`config.mk`:
```
export PLATFORM = sky130hd
export DESIGN_NAME = compaction_entry_filter_top
export DESIGN_NICKNAME = d
export VERILOG_FILES = /design/src/hdl/cef_pkg.sv /design/src/hdl/compaction_entry_filter_top.sv /design/src/hdl/cef_outq.sv
export SDC_FILE = /design/constraint.sdc
export NUM_CORES = 1
export LEC_CHECK = 0
export BUFFER_PORTS_ARGS = -buffer_cell sky130_fd_sc_hd__buf_2
export CORE_MARGIN = 5
export CORE_UTILIZATION = 48
export CTS_BUF_LIST = sky130_fd_sc_hd__clkbuf_8
export DETAILED_ROUTE_END_ITERATION = 12
export PLACE_DENSITY = 0.67
export SYNTH_ARGS = -nofsm -noshare
export SYNTH_HDL_FRONTEND = slang
export SYNTH_SLANG_ARGS = --single-unit
```
`constraint.sdc`:
```
create_clock -name clk -period 7.7 [get_ports clk]
set_input_delay 1.925 -clock clk [delete_from_list [all_inputs] [get_ports clk]]
set_output_delay 1.925 -clock clk [all_outputs]
set_load 0.005 [all_outputs]
```
`src/hdl/cef_pkg.sv`:
```
`default_nettype none

package cef_pkg;

	// Field widths of one entry
	localparam int unsigned KEY_W   = 64;
	localparam int unsigned SEQ_W   = 56;
	localparam int unsigned TYPE_W  = 8;
	localparam int unsigned VALUE_W = 64;

	// Packed stream word: key, sequence, type, value from the lowest bit up
	localparam int unsigned DATA_W  = KEY_W + SEQ_W + TYPE_W + VALUE_W;
	localparam int unsigned SEQ_LSB   = KEY_W;
	localparam int unsigned TYPE_LSB  = SEQ_LSB + SEQ_W;
	localparam int unsigned VALUE_LSB = TYPE_LSB + TYPE_W;

	// Configuration port
	localparam int unsigned CFG_ADDR_W = 2;
	localparam int unsigned CFG_DATA_W = 64;
	localparam int unsigned MODE_W     = 2;
	localparam int unsigned PLEN_W     = 4;

	localparam logic [CFG_ADDR_W-1:0] REG_FILTER_MODE    = 2'd0;
	localparam logic [CFG_ADDR_W-1:0] REG_PREFIX_VALUE   = 2'd1;
	localparam logic [CFG_ADDR_W-1:0] REG_PREFIX_LENGTH  = 2'd2;
	localparam logic [CFG_ADDR_W-1:0] REG_SEQUENCE_BOUND = 2'd3;

	localparam logic [MODE_W-1:0] MODE_REDUNDANT = 2'd0;
	localparam logic [MODE_W-1:0] MODE_PREFIX    = 2'd1;
	localparam logic [MODE_W-1:0] MODE_VERSION   = 2'd2;

	localparam logic [TYPE_W-1:0] DELETION_TYPE = 8'd0;

	// Defaults for the top-level parameters
	localparam int unsigned USER_KEY_BYTES_DEF = 8;
	localparam int unsigned VALUE_BYTES_DEF    = 8;
	localparam int unsigned OUTQ_DEPTH         = 4;

	typedef struct packed {
		logic [VALUE_W-1:0] val;
		logic [TYPE_W-1:0]  typ;
		logic [SEQ_W-1:0]   seq;
		logic [KEY_W-1:0]   key;
		logic               rewritten;
		logic               last;
	} cef_result_t;

	// True when the leading plen bytes of a kb-byte key equal the
	// left-aligned prefix bytes. A prefix longer than the key never matches.
	function automatic logic prefix_hit(
		input logic [KEY_W-1:0]      key,
		input logic [PLEN_W-1:0]     plen,
		input logic [CFG_DATA_W-1:0] pval,
		input int unsigned           kb
	);
		logic             hit;
		logic [KEY_W-1:0] kshift;
		hit = (int'(plen) <= int'(kb));
		for (int i = 0; i < 8; i++) begin
			if ((i < int'(plen)) && (i < int'(kb))) begin
				kshift = key >> (8 * (int'(kb) - 1 - i));
				if (kshift[7:0] != pval[8*(7-i) +: 8])
					hit = 1'b0;
			end
		end
		return hit;
	endfunction

endpackage

`default_nettype wire

```
`src/hdl/compaction_entry_filter_top.sv`:
```
// Channel  | Direction | Payload
// s_axis   | in        | tdata: entry_key, sequence_req, entry_type, value; tlast: end_of_stream
// m_axis   | out       | tdata: out_key, out_sequence, out_entry_type, out_value;
//          |           | tuser: was_rewritten; tlast: final_marker
// cfg      | in        | cfg_we, cfg_addr (register index), cfg_wdata
//
// One entry is taken per cycle. Its results are decided in the accepting cycle
// from the held entry and the new one and written into a four-slot output queue,
// from which they leave on m_axis in order. An end-of-stream entry gives up to two
// results, so the input stalls whenever fewer than two queue slots are free. Reset
// empties the holder and the queue and clears the registers.
`default_nettype none

module compaction_entry_filter_top #(
	parameter int unsigned USER_KEY_BYTES = cef_pkg::USER_KEY_BYTES_DEF,
	parameter int unsigned VALUE_BYTES    = cef_pkg::VALUE_BYTES_DEF
) (
	input  wire                              clk,
	input  wire                              arst_n,
	// entry_key[63:0], sequence_req[119:64], entry_type[127:120], value[191:128]
	input  wire  [cef_pkg::DATA_W-1:0]       s_axis_tdata,
	input  wire                              s_axis_tvalid,
	output logic                             s_axis_tready,
	input  wire                              s_axis_tlast,
	// out_key[63:0], out_sequence[119:64], out_entry_type[127:120],
	// out_value[191:128]
	output logic [cef_pkg::DATA_W-1:0]       m_axis_tdata,
	// was_rewritten[0]
	output logic [0:0]                       m_axis_tuser,
	output logic                             m_axis_tvalid,
	input  wire                              m_axis_tready,
	output logic                             m_axis_tlast,
	input  wire                              cfg_we,
	input  wire  [cef_pkg::CFG_ADDR_W-1:0]   cfg_addr,
	input  wire  [cef_pkg::CFG_DATA_W-1:0]   cfg_wdata
);
	import cef_pkg::*;

	localparam int unsigned HK_W = 8 * USER_KEY_BYTES;
	localparam int unsigned HV_W = 8 * VALUE_BYTES;

	logic [MODE_W-1:0]     filter_mode_q;
	logic [CFG_DATA_W-1:0] prefix_value_q;
	logic [PLEN_W-1:0]     prefix_length_q;
	logic [SEQ_W-1:0]      sequence_bound_q;

	logic                  held_valid_q;
	logic [HK_W-1:0]       held_key_q;
	logic [SEQ_W-1:0]      held_seq_q;
	logic [TYPE_W-1:0]     held_type_q;
	logic [HV_W-1:0]       held_val_q;

	logic [HK_W-1:0]       in_key;
	logic [SEQ_W-1:0]      in_seq;
	logic [TYPE_W-1:0]     in_type;
	logic [HV_W-1:0]       in_val;

	logic                  accept;
	logic                  room2;
	logic                  same_key;
	logic                  held_in_prefix;
	logic                  in_in_prefix;
	logic                  held_rewrite;
	logic                  flush_rewrite;
	logic                  push_a;
	logic                  push_b;
	cef_result_t           res_a;
	cef_result_t           res_b;
	cef_result_t           head;

	// Keep only the key and value bytes in use
	assign in_key  = s_axis_tdata[HK_W-1:0];
	assign in_seq  = s_axis_tdata[SEQ_LSB +: SEQ_W];
	assign in_type = s_axis_tdata[TYPE_LSB +: TYPE_W];
	assign in_val  = s_axis_tdata[VALUE_LSB +: HV_W];

	assign s_axis_tready = room2;
	assign accept        = s_axis_tvalid && room2;

	assign same_key       = (held_key_q == in_key);
	assign held_in_prefix = prefix_hit(KEY_W'(held_key_q), prefix_length_q, prefix_value_q,
		USER_KEY_BYTES);
	assign in_in_prefix   = prefix_hit(KEY_W'(in_key), prefix_length_q, prefix_value_q,
		USER_KEY_BYTES);

	always_comb begin
		case (filter_mode_q)
			MODE_REDUNDANT: held_rewrite = same_key;
			MODE_PREFIX:    held_rewrite = held_in_prefix;
			MODE_VERSION:   held_rewrite = held_in_prefix && same_key &&
				(held_seq_q < sequence_bound_q);
			default:        held_rewrite = 1'b0;
		endcase
	end

	// A flushed entry has no successor: only the prefix rule can rewrite it
	assign flush_rewrite = (filter_mode_q == MODE_PREFIX) && in_in_prefix;

	assign push_a = accept && held_valid_q;
	assign push_b = accept && s_axis_tlast;

	always_comb begin
		res_a.key       = KEY_W'(held_key_q);
		res_a.seq       = held_seq_q;
		res_a.typ       = held_rewrite ? DELETION_TYPE : held_type_q;
		res_a.val       = VALUE_W'(held_val_q);
		res_a.rewritten = held_rewrite;
		res_a.last      = 1'b0;

		res_b.key       = KEY_W'(in_key);
		res_b.seq       = in_seq;
		res_b.typ       = flush_rewrite ? DELETION_TYPE : in_type;
		res_b.val       = VALUE_W'(in_val);
		res_b.rewritten = flush_rewrite;
		res_b.last      = 1'b1;
	end

	always_ff @(posedge clk or negedge arst_n) begin
		if (!arst_n) begin
			filter_mode_q    <= '0;
			prefix_value_q   <= '0;
			prefix_length_q  <= '0;
			sequence_bound_q <= '0;
		end else if (cfg_we) begin
			case (cfg_addr)
				REG_FILTER_MODE:    filter_mode_q    <= cfg_wdata[MODE_W-1:0];
				REG_PREFIX_VALUE:   prefix_value_q   <= cfg_wdata;
				REG_PREFIX_LENGTH:  prefix_length_q  <= cfg_wdata[PLEN_W-1:0];
				REG_SEQUENCE_BOUND: sequence_bound_q <= cfg_wdata[SEQ_W-1:0];
				default: ;
			endcase
		end
	end

	// Hold the newest entry; end of stream leaves the holder empty
	always_ff @(posedge clk or negedge arst_n) begin
		if (!arst_n) begin
			held_valid_q <= 1'b0;
		end else if (accept) begin
			held_valid_q <= !s_axis_tlast;
		end
	end

	always_ff @(posedge clk) begin
		if (accept) begin
			held_key_q  <= in_key;
			held_seq_q  <= in_seq;
			held_type_q <= in_type;
			held_val_q  <= in_val;
		end
	end

	cef_outq #(
		.DEPTH(OUTQ_DEPTH)
	) u_outq (
		.clk          (clk),
		.arst_n       (arst_n),
		.push_a       (push_a),
		.data_a       (res_a),
		.push_b       (push_b),
		.data_b       (res_b),
		.room2        (room2),
		.m_axis_tvalid(m_axis_tvalid),
		.m_axis_tready(m_axis_tready),
		.head         (head)
	);

	assign m_axis_tdata = {head.val, head.typ, head.seq, head.key};
	assign m_axis_tuser = head.rewritten;
	assign m_axis_tlast = head.last;

endmodule

`default_nettype wire

```
`src/hdl/cef_outq.sv`:
```
`default_nettype none

module cef_outq #(
	parameter int unsigned DEPTH = cef_pkg::OUTQ_DEPTH
) (
	input  wire                 clk,
	input  wire                 arst_n,
	input  wire                 push_a,
	input  cef_pkg::cef_result_t data_a,
	input  wire                 push_b,
	input  cef_pkg::cef_result_t data_b,
	output logic                room2,
	output logic                m_axis_tvalid,
	input  wire                 m_axis_tready,
	output cef_pkg::cef_result_t head
);
	import cef_pkg::*;

	localparam int unsigned PW = (DEPTH > 1) ? $clog2(DEPTH) : 1;
	localparam int unsigned CW = $clog2(DEPTH + 1);

	cef_result_t     entry_q [DEPTH];
	logic [PW-1:0]   wr_ptr_q;
	logic [PW-1:0]   rd_ptr_q;
	logic [CW-1:0]   count_q;
	logic [PW-1:0]   wr_b;
	logic            pop;

	function automatic logic [PW-1:0] bump(input logic [PW-1:0] p);
		return (p == PW'(DEPTH - 1)) ? '0 : p + PW'(1);
	endfunction

	assign pop           = m_axis_tvalid && m_axis_tready;
	assign m_axis_tvalid = (count_q != '0);
	assign room2         = (count_q <= CW'(DEPTH - 2));
	assign head          = entry_q[rd_ptr_q];
	assign wr_b          = push_a ? bump(wr_ptr_q) : wr_ptr_q;

	always_ff @(posedge clk) begin
		if (push_a)
			entry_q[wr_ptr_q] <= data_a;
		if (push_b)
			entry_q[wr_b] <= data_b;
	end

	always_ff @(posedge clk or negedge arst_n) begin
		if (!arst_n) begin
			wr_ptr_q <= '0;
			rd_ptr_q <= '0;
			count_q  <= '0;
		end else begin
			if (push_b)
				wr_ptr_q <= bump(wr_b);
			else if (push_a)
				wr_ptr_q <= wr_b;
			if (pop)
				rd_ptr_q <= bump(rd_ptr_q);
			count_q <= count_q + CW'(push_a) + CW'(push_b) - CW'(pop);
		end
	end

endmodule

`default_nettype wire

```
==> metrics <==
result of the run completed; Crit Path Max Fanout 85; post-synth cell types 52; sequential area share after synthesis 0.640; placed cell areas 53800 um^2; post-synthesis async set-or-reset flop share 0.122; Post-Route Utilization 0.547; die span in x 335 um; Slew Viols, Final 0; first-pass GRT wire length 218 mm; vias after detailed routing 31592; synthesis-to-layout area growth 13.4%; setup violators final 0; FF/Latch Area 32400 um^2; number of remaining DRC errors 0; critical setup path kind register to primary output; total standard cell area after synthesis 50600 um^2; die height 335 um; portion of the clock cycle consumed by the worst path in the final layout 0.657; Die ar. 112000 um^2; number of buffer and inverter stages on the critical path 2; cells after synthesis 3113; number of buffers inserted during clock tree synthesis 182; power per cell area 324 nW/um^2; cell with the biggest individual delay on the critical path dfrtp_4; number of global-route vias before repair 31702; I/O Buffers 459; critical path's largest stage delay 0.74 ns; RSZ-0062 raised after global routing no; Clk Tree Root Cell clkbuf_8; DRT Wirelength 152 mm; number of filler cells placed in the layout 8587; number of iterations in the first detailed-routing pass 7; Final Skew 0.0316 ns; flip-flop cell with the highest count after synthesis edfxtp_1; clk_lat worst skew 0.86 ns; global route total overflow 0; number of enable flip-flop cells after synthesis 964; initial DRC count 3307; DPL Wire Length 91.2 mm; post-layout min period 5.06 ns; area share of the largest cell type after synthesis 0.572; CTS clk-pin slew, worst paths 0.06 ns; tightest slew margin relative to the limit 0.185; Startpoint Class register; register bit count reported by yosys 1102; critical path capture point type primary output; count of instances resized after the clock tree is built 0; ratio of cells with drive above 1 in the final layout 0.300; TritonCTS clock tree done; standard-cell row count 119; Peak VDD IR 0.232 mV; cell type contributing the most total cell area after synthesis edfxtp_1; worst slack on hold paths 0.456 ns; summed area of non-filler cells in the final layout 57400 um^2; final weighted congestion of routability-driven global placement 0.821; cell leakage power 20.2 nW; area of the core 105000 um^2; Total Neg Setup Slack 0 ns; Arrival @ worst endpoint 3.13 ns; vias per cell 6.28; antenna violation net count after detailed routing 0; transition time at the pin with the least slew margin 1.22 ns; number of warnings reported in the yosys synthesis log 0; most frequent cell after synthesis edfxtp_1; total setup buffers inserted after CTS 0; clock tree buffer depth 3; maximum number of pins on one net before global-route repair 156; aggregate global-route resource usage 0.264; Mapped Nets 3445; final layout net count 3770; number of antenna violations at the first check in global routing 62; Post-Syn Area per Cell 16.3 um^2; TritonCTS Sinks 1102; area taken by multi-input logic gates 16600 um^2; required time at the worst-slack endpoint 5.78 ns; top cell types by occurrence after synthesis edfxtp_1, a22o_1, clkbuf_1; I/O pins 460; class of the most critical hold timing path register to register; number of hold violations in the final report 0; hold-fix buffer count after cts 0; cells taking the most area after synthesis edfxtp_1, a22o_1, mux4_2, dfrtp_1, mux2_2; maximum operating frequency 198 MHz; number of max-cap violations 0; starting utilization of the core area 0.482; WL per Instance 30.2 um; cells along the critical path buf_12 > mux4_2 > buf_2; number of levels the H-tree was split into 4; category of cells accounting for the largest share of critical-path delay flip-flops
[cell usage in the layout, fill, tap and decap left out, types with 5 or more instances in the layout]
master,instances
a21o_1,8
a21oi_1,22
a22o_1,736
a32o_1,32
buf_12,17
buf_2,458
buf_4,24
clkbuf_8,198
clkinv_1,36
clkinv_2,20
clkinvlp_4,5
dfrtp_1,132
diode_2,46
edfxtp_1,964
ha_1,66
inv_1,138
mux2_2,127
mux4_2,194
nand2_1,31
nand3_1,11
nand4_1,36
nor2_1,16
nor3_1,8
nor4_1,30
o21ai_0,12
xnor2_1,85
xor2_1,109
[layout make-up]
class	count	share of cell area
Multi-Input combinational cell	1583	0.289
Tap cell	1391	0.0303
Inverter	69	0.00464
Clock inverter	143	0.0133
Sequential cell	1102	0.564
Antenna cell	46	0.00201
Timing Repair Buffer	500	0.0492
Clock buffer	198	0.0475
[state kept, by name, summed over array words and instances (netlist names), 4 cells and up]
name,count
prefix_length_q,4
u_outq.entry_q,776
sequence_bound_q,56
held_seq_q,56
prefix_value_q,64
held_val_q,64
held_type_q,8
held_key_q,64
[metrics by stage]
step / power [mW] / setup slack, ns / instances
detailed placement: 13.8 / 2.07 / 4645
global placement: 13.8 / 2.13 / 4645
floorplan: 11.6 / 0.0406 / 3113
CTS: 18.8 / 2.51 / 4986
global route: 19.4 / 2.42 / 5003
finish: 18.6 / 2.64 / 5032
[final timing paths]
kind | slack, ns | endpoint | start | cells past startpoint
max | 2.64 | m_axis_tdata[135] | u_outq.rd_ptr_q[0]$_DFFE_PN0P_ | 3
min in group asynchronous | 1.11 | prefix_value_q[24]$_DFFE_PN0P_ | arst_n | 1
max reg2reg | 3.14 | u_outq.entry_q[3][1]$_DFFE_PP_ | held_seq_q[51]$_DFFE_PP_ | 8
min | 0.46 | u_outq.entry_q[0][0]$_SDFFE_PP1P_ | u_outq.entry_q[0][0]$_SDFFE_PP1P_ | 2
max in group asynchronous | 5.21 | sequence_bound_q[1]$_DFFE_PN0P_ | arst_n | 2
min reg2reg | 0.46 | u_outq.entry_q[0][0]$_SDFFE_PP1P_ | u_outq.entry_q[0][0]$_SDFFE_PP1P_ | 2
[routing by layer]
layer	up-vias	global-route usage	wire [um]
met5	-	0	119
met1	16319	0.347	58000
li1	13422	-	-
met2	1563	0.430	73800
met4	18	0.0847	4490
met3	270	0.0773	15600
[worst reg2reg max path, stage by stage (launching register included)]
cell and delay (ns):
edfxtp_1 0.49, ha_1 0.37, nand4_1 0.18, nor4_1 0.93, nand3_1 0.29, a311oi_1 0.61
nor4_2 0.22, a31oi_4 0.96, o22ai_1 0.24
[cell families (layout without fill, tap and decap cells)]
kind of cell / Yosys count / count (layout) / synth area share
flops: 1102 / 1102 / 0.640
fa+ha+maj: 68 / 68 / 0.0171
xor+xnor: 194 / 194 / 0.0336
other cells: 0 / 46 / 0
mux: 322 / 322 / 0.115
compound gates: 837 / 837 / 0.142
simple gates: 162 / 162 / 0.0174
buf+inv: 428 / 910 / 0.0346
[power breakdown]
group	internal, mW	switching, mW
clock network	2.52	2.43
registers	7.77	0.690
logic	2.26	2.94
No activity file was read; power rests on OpenSTA's default activity.
